**config.mk**
```make
export PLATFORM = sky130hd
export DESIGN_NAME = euler_motion_integrator
export DESIGN_NICKNAME = d
export VERILOG_FILES = /design/src/hdl/emi_pkg.sv /design/src/hdl/emi_mul.sv /design/src/hdl/emi_div.sv /design/src/hdl/euler_motion_integrator.sv
export SDC_FILE = /design/constraint.sdc
export NUM_CORES = 2
export LEC_CHECK = 0
export ABC_AREA = 1
export BUFFER_PORTS_ARGS = -buffer_cell sky130_fd_sc_hd__buf_2
export CAP_MARGIN = 10
export CORE_ASPECT_RATIO = 1.2
export CORE_MARGIN = 5
export CORE_UTILIZATION = 63
export CTS_BUF_LIST = sky130_fd_sc_hd__clkbuf_2 sky130_fd_sc_hd__clkbuf_4 sky130_fd_sc_hd__clkbuf_8
export CTS_CLUSTER_SIZE = 24
export DETAILED_ROUTE_END_ITERATION = 6
export GPL_TIMING_DRIVEN = 1
export MAX_ROUTING_LAYER = met4
export PLACE_DENSITY = 0.8
export SETUP_SLACK_MARGIN = 0.2
export SYNTH_ARGS = -nofsm -noshare
export SYNTH_HDL_FRONTEND = slang
export SYNTH_SLANG_ARGS = --single-unit
```
**constraint.sdc**
```tcl
create_clock -name clk -period 13.2 [get_ports clk]
set_input_delay 0.66 -clock clk [delete_from_list [all_inputs] [get_ports clk]]
set_output_delay 0.66 -clock clk [all_outputs]
set_load 0.005 [all_outputs]
```
**src/hdl/emi_pkg.sv**
```systemverilog
// Package of the motion integrator: widths, codes, reset values and the
// saturating fixed point helpers. No dependencies.
`timescale 1ns / 1ps

package emi_pkg;

    localparam int FRAC_BITS    = 16;
    localparam int WORD_BITS    = 32;
    localparam int CFG_BITS     = 32;
    localparam int OUT_BITS     = 32;
    localparam int MASS_BITS    = 31;
    localparam int DT_BITS      = 31;
    localparam int VLIM_BITS    = 2 * CFG_BITS;
    localparam int CTRL_BITS    = 4;
    localparam int CMD_BITS     = 2;
    localparam int DIR_BITS     = 2;
    localparam int MODE_BITS    = 2;
    localparam int CFG_IDX_BITS = 3;
    localparam int PROD_BITS    = 2 * WORD_BITS;
    localparam int DIV_RAW_BITS = WORD_BITS + FRAC_BITS;
    localparam int DIV_BITS     = DIV_RAW_BITS + (DIV_RAW_BITS % 2);
    localparam int DIV_STEP_BITS = 2;
    localparam int DIV_CYCLES   = DIV_BITS / DIV_STEP_BITS;
    localparam int DIV_CNT_BITS = $clog2(DIV_CYCLES + 1);

    typedef logic signed [WORD_BITS-1:0] word_t;
    typedef logic [WORD_BITS-1:0]        mag_t;
    typedef logic [PROD_BITS-1:0]        prod_t;
    typedef logic [CFG_BITS-1:0]         cfg_t;
    typedef logic signed [OUT_BITS-1:0]  out_t;
    typedef logic [MASS_BITS-1:0]        mass_t;
    typedef logic [DT_BITS-1:0]          dt_t;
    typedef logic [VLIM_BITS-1:0]        vlim_t;
    typedef logic [CTRL_BITS-1:0]        ctrl_t;
    typedef logic [CMD_BITS-1:0]         cmd_t;
    typedef logic [DIR_BITS-1:0]         dir_t;
    typedef logic [MODE_BITS-1:0]        mode_t;
    typedef logic [CFG_IDX_BITS-1:0]     cfg_idx_t;

    typedef struct packed {
        logic  neg;
        prod_t mag;
    } mul_res_t;

    localparam cmd_t CMD_TICK    = 2'd0;
    localparam cmd_t CMD_COLLIDE = 2'd1;
    localparam cmd_t CMD_SET_VEL = 2'd2;
    localparam cmd_t CMD_SET_POS = 2'd3;

    localparam dir_t DIR_NONE = 2'd0;
    localparam dir_t DIR_LOW  = 2'd1;
    localparam dir_t DIR_HIGH = 2'd2;

    localparam mode_t MODE_NONE  = 2'd0;
    localparam mode_t MODE_TRACK = 2'd2;

    localparam cfg_idx_t REG_THRUST    = 3'd0;
    localparam cfg_idx_t REG_DRAG      = 3'd1;
    localparam cfg_idx_t REG_MASS      = 3'd2;
    localparam cfg_idx_t REG_TIME_STEP = 3'd3;
    localparam cfg_idx_t REG_VEL_LIM   = 3'd4;
    localparam cfg_idx_t REG_POS_MIN   = 3'd5;
    localparam cfg_idx_t REG_POS_MAX   = 3'd6;
    localparam cfg_idx_t REG_CONTROL   = 3'd7;

    localparam word_t WMAX    = {1'b0, {(WORD_BITS-1){1'b1}}};
    localparam word_t WMIN    = {1'b1, {(WORD_BITS-1){1'b0}}};
    localparam mag_t  MAG_LIM = mag_t'(1) << (WORD_BITS - 1);

    localparam cfg_t  THRUST_RST = cfg_t'(64'd1 << FRAC_BITS);
    localparam cfg_t  DRAG_RST   = cfg_t'((64'd9 << FRAC_BITS) / 10);
    localparam mass_t MASS_RST   = mass_t'(64'd1 << FRAC_BITS);
    localparam dt_t   DT_RST     = dt_t'(((64'd1 << FRAC_BITS) + 500) / 1000);
    localparam cfg_t  VMAX_RST   = cfg_t'(64'd5 << FRAC_BITS);
    localparam cfg_t  VMIN_RST   = cfg_t'(64'd0 - (64'd5 << FRAC_BITS));
    localparam vlim_t VLIM_RST   = {VMAX_RST, VMIN_RST};
    localparam cfg_t  PMIN_RST   = cfg_t'(64'd0 - (64'd25 << FRAC_BITS));
    localparam cfg_t  PMAX_RST   = cfg_t'(64'd25 << FRAC_BITS);
    localparam ctrl_t CTRL_RST   = '0;
    localparam word_t VEL_RST    = word_t'(64'd1 << FRAC_BITS);

    function automatic word_t to_word(cfg_t x);
        return word_t'(signed'(x));
    endfunction

    function automatic mag_t abs_mag(word_t x);
        return x[WORD_BITS-1] ? mag_t'(-x) : mag_t'(x);
    endfunction

    function automatic word_t sign_mag(logic neg, mag_t m);
        if (m >= MAG_LIM)
            return neg ? WMIN : WMAX;
        return neg ? word_t'(-m) : word_t'(m);
    endfunction

    function automatic mag_t prod_clamp(prod_t p);
        logic [PROD_BITS-FRAC_BITS-1:0] r;
        r = p[PROD_BITS-1:FRAC_BITS];
        if (r[PROD_BITS-FRAC_BITS-1:WORD_BITS-1] != '0)
            return MAG_LIM;
        return r[WORD_BITS-1:0];
    endfunction

    function automatic word_t sat_add(word_t a, word_t b);
        logic [WORD_BITS:0] s;
        s = {a[WORD_BITS-1], a} + {b[WORD_BITS-1], b};
        if (s[WORD_BITS] != s[WORD_BITS-1])
            return s[WORD_BITS] ? WMIN : WMAX;
        return word_t'(s[WORD_BITS-1:0]);
    endfunction

    function automatic word_t sat_sub(word_t a, word_t b);
        logic [WORD_BITS:0] s;
        s = {a[WORD_BITS-1], a} - {b[WORD_BITS-1], b};
        if (s[WORD_BITS] != s[WORD_BITS-1])
            return s[WORD_BITS] ? WMIN : WMAX;
        return word_t'(s[WORD_BITS-1:0]);
    endfunction

    function automatic word_t sat_neg(word_t x);
        return (x == WMIN) ? WMAX : word_t'(-x);
    endfunction

endpackage

```
**src/hdl/emi_mul.sv**
```systemverilog
// Shared sign-magnitude multiplier with a registered product.
// Depends on emi_pkg.
`timescale 1ns / 1ps

module emi_mul (
    input  logic              clk,
    input  emi_pkg::word_t    a,
    input  emi_pkg::word_t    b,
    output emi_pkg::mul_res_t res
);
    import emi_pkg::*;

    mul_res_t res_reg;
    mul_res_t res_next;

    always_comb
    begin
        res_next.neg = a[WORD_BITS-1] ^ b[WORD_BITS-1];
        res_next.mag = PROD_BITS'(abs_mag(a)) * PROD_BITS'(abs_mag(b));
    end

    always_ff @(posedge clk)
    begin
        res_reg <= res_next;
    end

    assign res = res_reg;

endmodule

```
**src/hdl/emi_div.sv**
```systemverilog
// Restoring divider that forms (dividend << FRAC_BITS) / divisor, two
// quotient bits per cycle, with the quotient clamped to the word range.
// Depends on emi_pkg.
`timescale 1ns / 1ps

module emi_div (
    input  logic           clk,
    input  logic           rst_n,
    input  logic           start,
    input  emi_pkg::mag_t  dividend,
    input  emi_pkg::mass_t divisor,
    output logic           done,
    output emi_pkg::mag_t  quotient
);
    import emi_pkg::*;

    logic                    busy_reg, busy_next;
    logic                    done_reg, done_next;
    logic [DIV_CNT_BITS-1:0] cnt_reg, cnt_next;
    logic [DIV_BITS-1:0]     dq_reg, dq_next;
    mass_t                   rem_reg, rem_next;
    mass_t                   dvs_reg, dvs_next;

    always_comb
    begin
        logic [MASS_BITS:0]  trial;
        logic [DIV_BITS-1:0] dq_v;
        mass_t               rem_v;

        busy_next = busy_reg;
        done_next = 1'b0;
        cnt_next  = cnt_reg;
        dq_next   = dq_reg;
        rem_next  = rem_reg;
        dvs_next  = dvs_reg;
        dq_v      = dq_reg;
        rem_v     = rem_reg;
        trial     = '0;

        for (int i = 0; i < DIV_STEP_BITS; i++)
        begin
            trial = {rem_v, dq_v[DIV_BITS-1]};
            dq_v  = {dq_v[DIV_BITS-2:0], 1'b0};
            if (trial >= {1'b0, dvs_reg})
            begin
                trial   = trial - {1'b0, dvs_reg};
                dq_v[0] = 1'b1;
            end
            rem_v = trial[MASS_BITS-1:0];
        end

        if (start)
        begin
            busy_next = 1'b1;
            cnt_next  = DIV_CNT_BITS'(DIV_CYCLES);
            dq_next   = DIV_BITS'(dividend) << FRAC_BITS;
            rem_next  = '0;
            dvs_next  = (divisor == '0) ? mass_t'(1) : divisor;
        end
        else if (busy_reg)
        begin
            dq_next  = dq_v;
            rem_next = rem_v;
            cnt_next = cnt_reg - DIV_CNT_BITS'(1);
            if (cnt_reg == DIV_CNT_BITS'(1))
            begin
                busy_next = 1'b0;
                done_next = 1'b1;
            end
        end
    end

    always_ff @(posedge clk or negedge rst_n)
    begin
        if (!rst_n)
        begin
            busy_reg <= 1'b0;
            done_reg <= 1'b0;
            cnt_reg  <= '0;
        end
        else
        begin
            busy_reg <= busy_next;
            done_reg <= done_next;
            cnt_reg  <= cnt_next;
        end
    end

    always_ff @(posedge clk)
    begin
        dq_reg  <= dq_next;
        rem_reg <= rem_next;
        dvs_reg <= dvs_next;
    end

    assign done     = done_reg;
    assign quotient = (dq_reg[DIV_BITS-1:WORD_BITS-1] != '0) ? MAG_LIM
                                                             : dq_reg[WORD_BITS-1:0];

endmodule

```
**src/hdl/euler_motion_integrator.sv**
```systemverilog
// Top level of the one-dimensional semi-implicit Euler motion integrator.
// Depends on emi_pkg, emi_mul and emi_div.
`timescale 1ns / 1ps

// The block holds velocity and position in signed Q16.16 and a collision
// side, and takes one command item at a time. Set commands are taken
// directly and give no result. A tick or collide command runs through a
// small sequencer that drives one shared 32 by 32 multiplier and one
// divider; a bounce test and each bounce that fires add steps to it. The
// 48-bit divide runs at two quotient bits a cycle. A finished result
// waits in an output register, so the next item is taken while it is
// still pending.
module euler_motion_integrator (
    input  logic                 clk,
    input  logic                 rst_n,
    input  logic                 in_valid,
    output logic                 in_ready,
    input  emi_pkg::cmd_t        cmd,
    input  logic signed [31:0]   value,
    output logic                 out_valid,
    input  logic                 out_ready,
    output emi_pkg::out_t        velocity_out,
    output emi_pkg::out_t        position_out,
    output emi_pkg::dir_t        direction_out,
    output logic                 velocity_report,
    output logic                 position_report,
    output logic                 direction_report,
    input  logic                 cfg_valid,
    output logic                 cfg_ready,
    input  emi_pkg::cfg_idx_t    cfg_index,
    input  emi_pkg::vlim_t       cfg_data
);
    import emi_pkg::*;

    localparam int ST_BITS = 4;
    localparam logic [ST_BITS-1:0] ST_IDLE     = 4'd0;
    localparam logic [ST_BITS-1:0] ST_MUL_DRAG = 4'd1;
    localparam logic [ST_BITS-1:0] ST_F_CALC   = 4'd2;
    localparam logic [ST_BITS-1:0] ST_DIV_WAIT = 4'd3;
    localparam logic [ST_BITS-1:0] ST_MUL_A    = 4'd4;
    localparam logic [ST_BITS-1:0] ST_V_ADD    = 4'd5;
    localparam logic [ST_BITS-1:0] ST_MUL_V    = 4'd6;
    localparam logic [ST_BITS-1:0] ST_S_ADD    = 4'd7;
    localparam logic [ST_BITS-1:0] ST_BND_LO   = 4'd8;
    localparam logic [ST_BITS-1:0] ST_MUL_LO   = 4'd9;
    localparam logic [ST_BITS-1:0] ST_ADD_LO   = 4'd10;
    localparam logic [ST_BITS-1:0] ST_BND_HI   = 4'd11;
    localparam logic [ST_BITS-1:0] ST_MUL_HI   = 4'd12;
    localparam logic [ST_BITS-1:0] ST_ADD_HI   = 4'd13;
    localparam logic [ST_BITS-1:0] ST_FINISH   = 4'd14;

    cfg_t  thrust_reg, drag_reg, pmin_reg, pmax_reg;
    mass_t mass_reg;
    dt_t   dt_reg;
    vlim_t vlim_reg;
    ctrl_t ctrl_reg;

    logic [ST_BITS-1:0] state_reg, state_next;
    word_t vel_reg, vel_next;
    word_t pos_reg, pos_next;
    dir_t  dir_reg, dir_next;
    logic  out_valid_reg, out_valid_next;

    word_t vn_reg, vn_next;
    word_t sn_reg, sn_next;
    word_t acc_reg, acc_next;
    logic  fneg_reg, fneg_next;
    dir_t  dirw_reg, dirw_next;
    cmd_t  cmd_reg, cmd_next;

    out_t  out_vel_reg, out_vel_next;
    out_t  out_pos_reg, out_pos_next;
    dir_t  out_dir_reg, out_dir_next;
    logic  out_vr_reg, out_vr_next;
    logic  out_pr_reg, out_pr_next;
    logic  out_dr_reg, out_dr_next;

    word_t    mul_a, mul_b, mul_val;
    mul_res_t mul_res;
    logic     div_start, div_done;
    mag_t     div_dividend, div_q;

    word_t thrust_w, drag_w, dt_w, vmin_w, vmax_w, pmin_w, pmax_w;
    mode_t mode;
    logic  clip_v, clip_p, track;

    assign thrust_w = to_word(thrust_reg);
    assign drag_w   = to_word(drag_reg);
    assign dt_w     = word_t'(dt_reg);
    assign vmin_w   = to_word(vlim_reg[CFG_BITS-1:0]);
    assign vmax_w   = to_word(vlim_reg[VLIM_BITS-1:CFG_BITS]);
    assign pmin_w   = to_word(pmin_reg);
    assign pmax_w   = to_word(pmax_reg);
    assign clip_v   = ctrl_reg[0];
    assign clip_p   = ctrl_reg[1];
    assign mode     = ctrl_reg[CTRL_BITS-1:CTRL_BITS-MODE_BITS];
    assign track    = (mode >= MODE_TRACK);
    assign mul_val  = sign_mag(mul_res.neg, prod_clamp(mul_res.mag));

    emi_mul u_mul (
        .clk (clk),
        .a   (mul_a),
        .b   (mul_b),
        .res (mul_res)
    );

    emi_div u_div (
        .clk      (clk),
        .rst_n    (rst_n),
        .start    (div_start),
        .dividend (div_dividend),
        .divisor  (mass_reg),
        .done     (div_done),
        .quotient (div_q)
    );

    assign cfg_ready = 1'b1;

    always_ff @(posedge clk or negedge rst_n)
    begin
        if (!rst_n)
        begin
            thrust_reg <= THRUST_RST;
            drag_reg   <= DRAG_RST;
            mass_reg   <= MASS_RST;
            dt_reg     <= DT_RST;
            vlim_reg   <= VLIM_RST;
            pmin_reg   <= PMIN_RST;
            pmax_reg   <= PMAX_RST;
            ctrl_reg   <= CTRL_RST;
        end
        else if (cfg_valid)
        begin
            unique case (cfg_index)
                REG_THRUST:    thrust_reg <= cfg_data[CFG_BITS-1:0];
                REG_DRAG:      drag_reg   <= cfg_data[CFG_BITS-1:0];
                REG_MASS:      mass_reg   <= cfg_data[MASS_BITS-1:0];
                REG_TIME_STEP: dt_reg     <= cfg_data[DT_BITS-1:0];
                REG_VEL_LIM:   vlim_reg   <= cfg_data;
                REG_POS_MIN:   pmin_reg   <= cfg_data[CFG_BITS-1:0];
                REG_POS_MAX:   pmax_reg   <= cfg_data[CFG_BITS-1:0];
                REG_CONTROL:   ctrl_reg   <= cfg_data[CTRL_BITS-1:0];
            endcase
        end
    end

    assign in_ready = (state_reg == ST_IDLE);

    always_comb
    begin
        word_t f, vn, sn;
        dir_t  dir_fin;
        logic  vr, pr, dr, emit;

        state_next     = state_reg;
        vel_next       = vel_reg;
        pos_next       = pos_reg;
        dir_next       = dir_reg;
        out_valid_next = out_valid_reg && !out_ready;
        vn_next        = vn_reg;
        sn_next        = sn_reg;
        acc_next       = acc_reg;
        fneg_next      = fneg_reg;
        dirw_next      = dirw_reg;
        cmd_next       = cmd_reg;
        out_vel_next   = out_vel_reg;
        out_pos_next   = out_pos_reg;
        out_dir_next   = out_dir_reg;
        out_vr_next    = out_vr_reg;
        out_pr_next    = out_pr_reg;
        out_dr_next    = out_dr_reg;
        mul_a          = vn_reg;
        mul_b          = dt_w;
        div_start      = 1'b0;
        f              = sat_sub(thrust_w, mul_val);
        div_dividend   = abs_mag(f);
        vn             = sat_add(vel_reg, mul_val);
        sn             = sat_add(pos_reg, mul_val);
        dir_fin        = dirw_reg;
        vr             = 1'b0;
        pr             = 1'b0;
        dr             = 1'b0;
        emit           = 1'b0;

        unique case (state_reg)
            ST_IDLE:
            begin
                if (in_valid)
                begin
                    unique case (cmd)
                        CMD_TICK:
                        begin
                            cmd_next   = cmd;
                            dirw_next  = dir_reg;
                            state_next = ST_MUL_DRAG;
                        end
                        CMD_COLLIDE:
                        begin
                            cmd_next   = cmd;
                            dirw_next  = dir_reg;
                            vel_next   = sat_neg(vel_reg);
                            state_next = ST_MUL_DRAG;
                        end
                        CMD_SET_VEL: vel_next = to_word(value);
                        CMD_SET_POS: pos_next = to_word(value);
                    endcase
                end
            end
            ST_MUL_DRAG:
            begin
                mul_a      = drag_w;
                mul_b      = vel_reg;
                state_next = ST_F_CALC;
            end
            ST_F_CALC:
            begin
                fneg_next  = f[WORD_BITS-1];
                div_start  = 1'b1;
                state_next = ST_DIV_WAIT;
            end
            ST_DIV_WAIT:
            begin
                if (div_done)
                begin
                    acc_next   = sign_mag(fneg_reg, div_q);
                    state_next = ST_MUL_A;
                end
            end
            ST_MUL_A:
            begin
                mul_a      = acc_reg;
                state_next = ST_V_ADD;
            end
            ST_V_ADD:
            begin
                if (clip_v)
                begin
                    if (vn < vmin_w)
                        vn = vmin_w;
                    if (vn > vmax_w)
                        vn = vmax_w;
                end
                vn_next    = vn;
                state_next = ST_MUL_V;
            end
            ST_MUL_V:
            begin
                state_next = ST_S_ADD;
            end
            ST_S_ADD:
            begin
                if (clip_p)
                begin
                    if (sn > pmin_w && sn < pmax_w)
                        dirw_next = DIR_NONE;
                    if (sn < pmin_w)
                        sn = pmin_w;
                    if (sn > pmax_w)
                        sn = pmax_w;
                end
                sn_next    = sn;
                state_next = (clip_p && mode != MODE_NONE) ? ST_BND_LO : ST_FINISH;
            end
            ST_BND_LO:
            begin
                if (sn_reg <= pmin_w)
                begin
                    vn_next = sat_neg(vn_reg);
                    if (track)
                        dirw_next = DIR_LOW;
                    state_next = ST_MUL_LO;
                end
                else
                begin
                    state_next = ST_BND_HI;
                end
            end
            ST_MUL_LO:
            begin
                state_next = ST_ADD_LO;
            end
            ST_ADD_LO:
            begin
                sn_next    = sat_add(sn_reg, mul_val);
                state_next = ST_BND_HI;
            end
            ST_BND_HI:
            begin
                if (sn_reg >= pmax_w)
                begin
                    vn_next = sat_neg(vn_reg);
                    if (track)
                        dirw_next = DIR_HIGH;
                    state_next = ST_MUL_HI;
                end
                else
                begin
                    state_next = ST_FINISH;
                end
            end
            ST_MUL_HI:
            begin
                state_next = ST_ADD_HI;
            end
            ST_ADD_HI:
            begin
                sn_next    = sat_add(sn_reg, mul_val);
                state_next = ST_FINISH;
            end
            ST_FINISH:
            begin
                if (!out_valid_reg || out_ready)
                begin
                    if (cmd_reg == CMD_COLLIDE)
                    begin
                        if (track)
                        begin
                            if (vn_reg > 0)
                                dir_fin = DIR_LOW;
                            else if (vn_reg < 0)
                                dir_fin = DIR_HIGH;
                            else
                                dir_fin = DIR_NONE;
                        end
                        vr   = 1'b1;
                        pr   = 1'b1;
                        dr   = track;
                        emit = 1'b1;
                    end
                    else
                    begin
                        vr   = (vn_reg != vel_reg);
                        pr   = (sn_reg != pos_reg);
                        dr   = track && (dirw_reg != dir_reg);
                        emit = vr || pr || dr;
                    end
                    vel_next   = vn_reg;
                    pos_next   = sn_reg;
                    dir_next   = dir_fin;
                    state_next = ST_IDLE;
                    if (emit)
                    begin
                        out_valid_next = 1'b1;
                        out_vel_next   = out_t'(vn_reg);
                        out_pos_next   = out_t'(sn_reg);
                        out_dir_next   = dir_fin;
                        out_vr_next    = vr;
                        out_pr_next    = pr;
                        out_dr_next    = dr;
                    end
                end
            end
            default:
            begin
                state_next = ST_IDLE;
            end
        endcase
    end

    always_ff @(posedge clk or negedge rst_n)
    begin
        if (!rst_n)
        begin
            state_reg     <= ST_IDLE;
            vel_reg       <= VEL_RST;
            pos_reg       <= '0;
            dir_reg       <= DIR_NONE;
            out_valid_reg <= 1'b0;
        end
        else
        begin
            state_reg     <= state_next;
            vel_reg       <= vel_next;
            pos_reg       <= pos_next;
            dir_reg       <= dir_next;
            out_valid_reg <= out_valid_next;
        end
    end

    always_ff @(posedge clk)
    begin
        vn_reg      <= vn_next;
        sn_reg      <= sn_next;
        acc_reg     <= acc_next;
        fneg_reg    <= fneg_next;
        dirw_reg    <= dirw_next;
        cmd_reg     <= cmd_next;
        out_vel_reg <= out_vel_next;
        out_pos_reg <= out_pos_next;
        out_dir_reg <= out_dir_next;
        out_vr_reg  <= out_vr_next;
        out_pr_reg  <= out_pr_next;
        out_dr_reg  <= out_dr_next;
    end

    assign out_valid        = out_valid_reg;
    assign velocity_out     = out_vel_reg;
    assign position_out     = out_pos_reg;
    assign direction_out    = out_dir_reg;
    assign velocity_report  = out_vr_reg;
    assign position_report  = out_pr_reg;
    assign direction_report = out_dr_reg;

endmodule

```
==> reports/metrics.yaml <==
place:
  place_ws_ns: 1.28
  hpwlAfterDp_um: 253000
  place_congestion: 1.16
  place_area_sq_um: 85600
  port_buffers: 176
setup_path:
  crit_slowest_cell: "clkinv_1"
  critPathKind: "reg2reg"
  max_stage_delay_ns: 0.69
  crit_path_max_fanout: 29
  path_delay_family: "adder cells"
  end_kind: "flop"
  start_kind: "flop"
  arrival_ns: 13.00
  path_buf_inv: 11
  cp.required_ns: 13.92
global_route:
  grt_pass1_vias: 77700
  grt_pass1_wl_um: 474000
  antenna_found_initial: 33
  grt_remaining_overflow: 0
  grt_use_total_pct: 46.7
  grt_max_degree: 125
synth:
  synth_top_family_by_area: "adder cells"
  ys_async_sr_fraction_pct: 50.5
  synth_cell_types: 78
  post_synth_mux_area_share_pct: 0.0257
  post_synth_fa_ha_maj_area_fraction_pct: 32.1
  ys.flop_type: "dfrtp_1"
  synth_simple_gate_area_share_pct: 19.3
  synth-xor-area-share_pct: 3.33
  synthTopCellsByArea: "fa_1, nand2_1, ha_1, inv_1, dfrtp_1"
  yosysTopAreaCell: "fa_1"
  syn_area_sq_um: 82900
  seq_area_frac_synth_pct: 21.0
  ys_warn_count: 0
  synth_edf_count: 233
  synth_compound_area_share_pct: 12.9
  avgSynthCellArea_sq_um: 7.64
  synth_top_area_share_pct: 21.8
  syn_inst: 10900
  synth_seq_cells: 665
  syn_nets: 12500
floorplan:
  initial_utilization_pct: 63.6
  fp.dieArea_sq_um: 139000
  ios: 178
  row_count: 145
  chipWidth_um: 341
  dieHeight_um: 407
  coreArea_sq_um: 130000
timing:
  worst_slack_ns: 0.915
  rsz0062_at_grt: "false"
  finalSetupViolations: 0
  drv_slew: 0
  min_period_ns: 12.29
  worst-slew-pin-transition_ns: 1.34
  finalHoldViolations: 0
  finalCritPeriodShare_pct: 93.1
  fin_skew_ns: 0.0421
  max_freq_ghz: 0.0814
  fin_setup_tns_ns: 0
  max_slew_margin_pct: 10.6
route:
  drtAntennaViolNets: 0
  drc: 10
  routed_wl_um: 323000
  drt_iter0_drc: 10400
  via_per_inst: 6.23
  dr.pass1.iters: 7
  wl_per_cell_um: 25.4
  dr_total_vias: 79300
finish:
  area_growth_pct: 6.50
  stdcell_area_sq_um: 88300
  mostFrequentLayoutCells: "nand2_1, inv_1, fa_1"
  fin_nets: 12600
  final_common_cell: "nand2_1"
  largest_reg_flops: 64
  drive_above_1_share_pct: 6.83
clocking:
  htreeDepth: 3
  clk_pin_slew_ns: 0.06
  cts_made_buffers: 111
  cts_buffer_depth: 3
  insertion_delay_ns: 0.85
  cts_root_buf: "clkbuf_8"
  clock_sinks: 665
  tritoncts: "done"
  post_cts_buffers: 0
status:
  status: "finished, violations left"
  violations: "design-rule violations"
run:
  cap_viol_max_count: 0
hold_path:
  hold_class: "in2reg"
==> stage by stage <==
step,std cells,utilization (%),hold WS (ns)
6_report,12700,67.7,0.0400
3_3_place_gp,12500,65.6,0.437
3_5_place_dp,12500,65.6,0.449
2_1_floorplan,10900,-,0.364
5_1_grt,12700,67.6,0.0245
4_1_cts,12700,67.6,0.0145
==> kinds of logic (layout without fill, tap and decap cells) <==
logic type	Yosys count	count (layout)
other	1	51
and+or+nand+nor	3923	3923
muxes	2	2
adders and majority gates	1588	1588
xor gates and xnor gates	313	313
AOI/OAI and AO/OA	1889	1889
DFF	665	665
buffers and inverters	2470	2599
==> path summary, 6_finish.rpt <==
kind | from | endpoint | slack [ns] | cells after the start
max in group asynchronous | rst_n | pmax_reg[26]$_DFFE_PN0P_ | 10.38 | 4
setup / recovery | state_reg[0]$_DFFE_PN0P_ | u_mul.res[52]$_DFF_P_ | 0.91 | 44
hold / removal | cmd[0] | cmd_reg[0]$_DFFE_PP_ | 0.04 | 1
min in group asynchronous | rst_n | vlim_reg[54]$_DFFE_PN0P_ | 0.44 | 2
hold reg to reg | u_div.dq_reg[15]$_SDFFE_PP0P_ | u_div.dq_reg[15]$_SDFFE_PP0P_ | 0.47 | 2
setup reg to reg | state_reg[0]$_DFFE_PN0P_ | u_mul.res[52]$_DFF_P_ | 0.91 | 44
==> synthesized netlist by cell type (67+ instances only) <==
library cell,n
a21oi_1,631
a31oi_1,67
clkbuf_1,343
dfrtp_1,288
dfxtp_1,96
edfxtp_1,233
fa_1,901
ha_1,687
inv_1,1996
nand2_1,2462
nand3_1,306
nand4_1,71
nor2_1,804
nor3_1,90
o21ai_0,775
xnor2_1,127
xor2_1,185
==> cell type report <==
| type | instances | area (sq um) |
|---|---|---|
| Timing Repair Buffer | 340 | 2180 |
| Clock inverter | 52 | 515 |
| Multi-Input combinational cell | 7716 | 56300 |
| Tap cell | 1690 | 2110 |
| Fill cell | 11100 | 42200 |
| Clock buffer | 160 | 1980 |
| Sequential cell | 665 | 17400 |
| Antenna cell | 50 | 125 |
| Inverter | 2047 | 7690 |
==> worst reg2reg max path: cells and delay by family (launching register included) <==
kind	cells	cell delay, ns
fa+ha+maj	10	4.49
simple gates	13	2.89
compound gates	9	2.59
buf+inv	11	1.61
flops	1	0.47
xor+xnor	1	0.14
==> per-layer routing <==
metal / track usage [%] / share of wire, %
met3: 15.2 / 14
met2: 65.7 / 42
met4: 30.1 / 8.5
met5: - / 0
met1: 57.8 / 36
==> timing repair <==
action	in CTS	in global routing
endpoints found under the hold margin	76	0
resized for setup	0	1
hold buffers	2	0
endpoints found under the setup margin	0	1
Power is left out: the tool's default activity adds up to more than one toggle a clock period on the data nets, which glitch-free logic cannot reach.
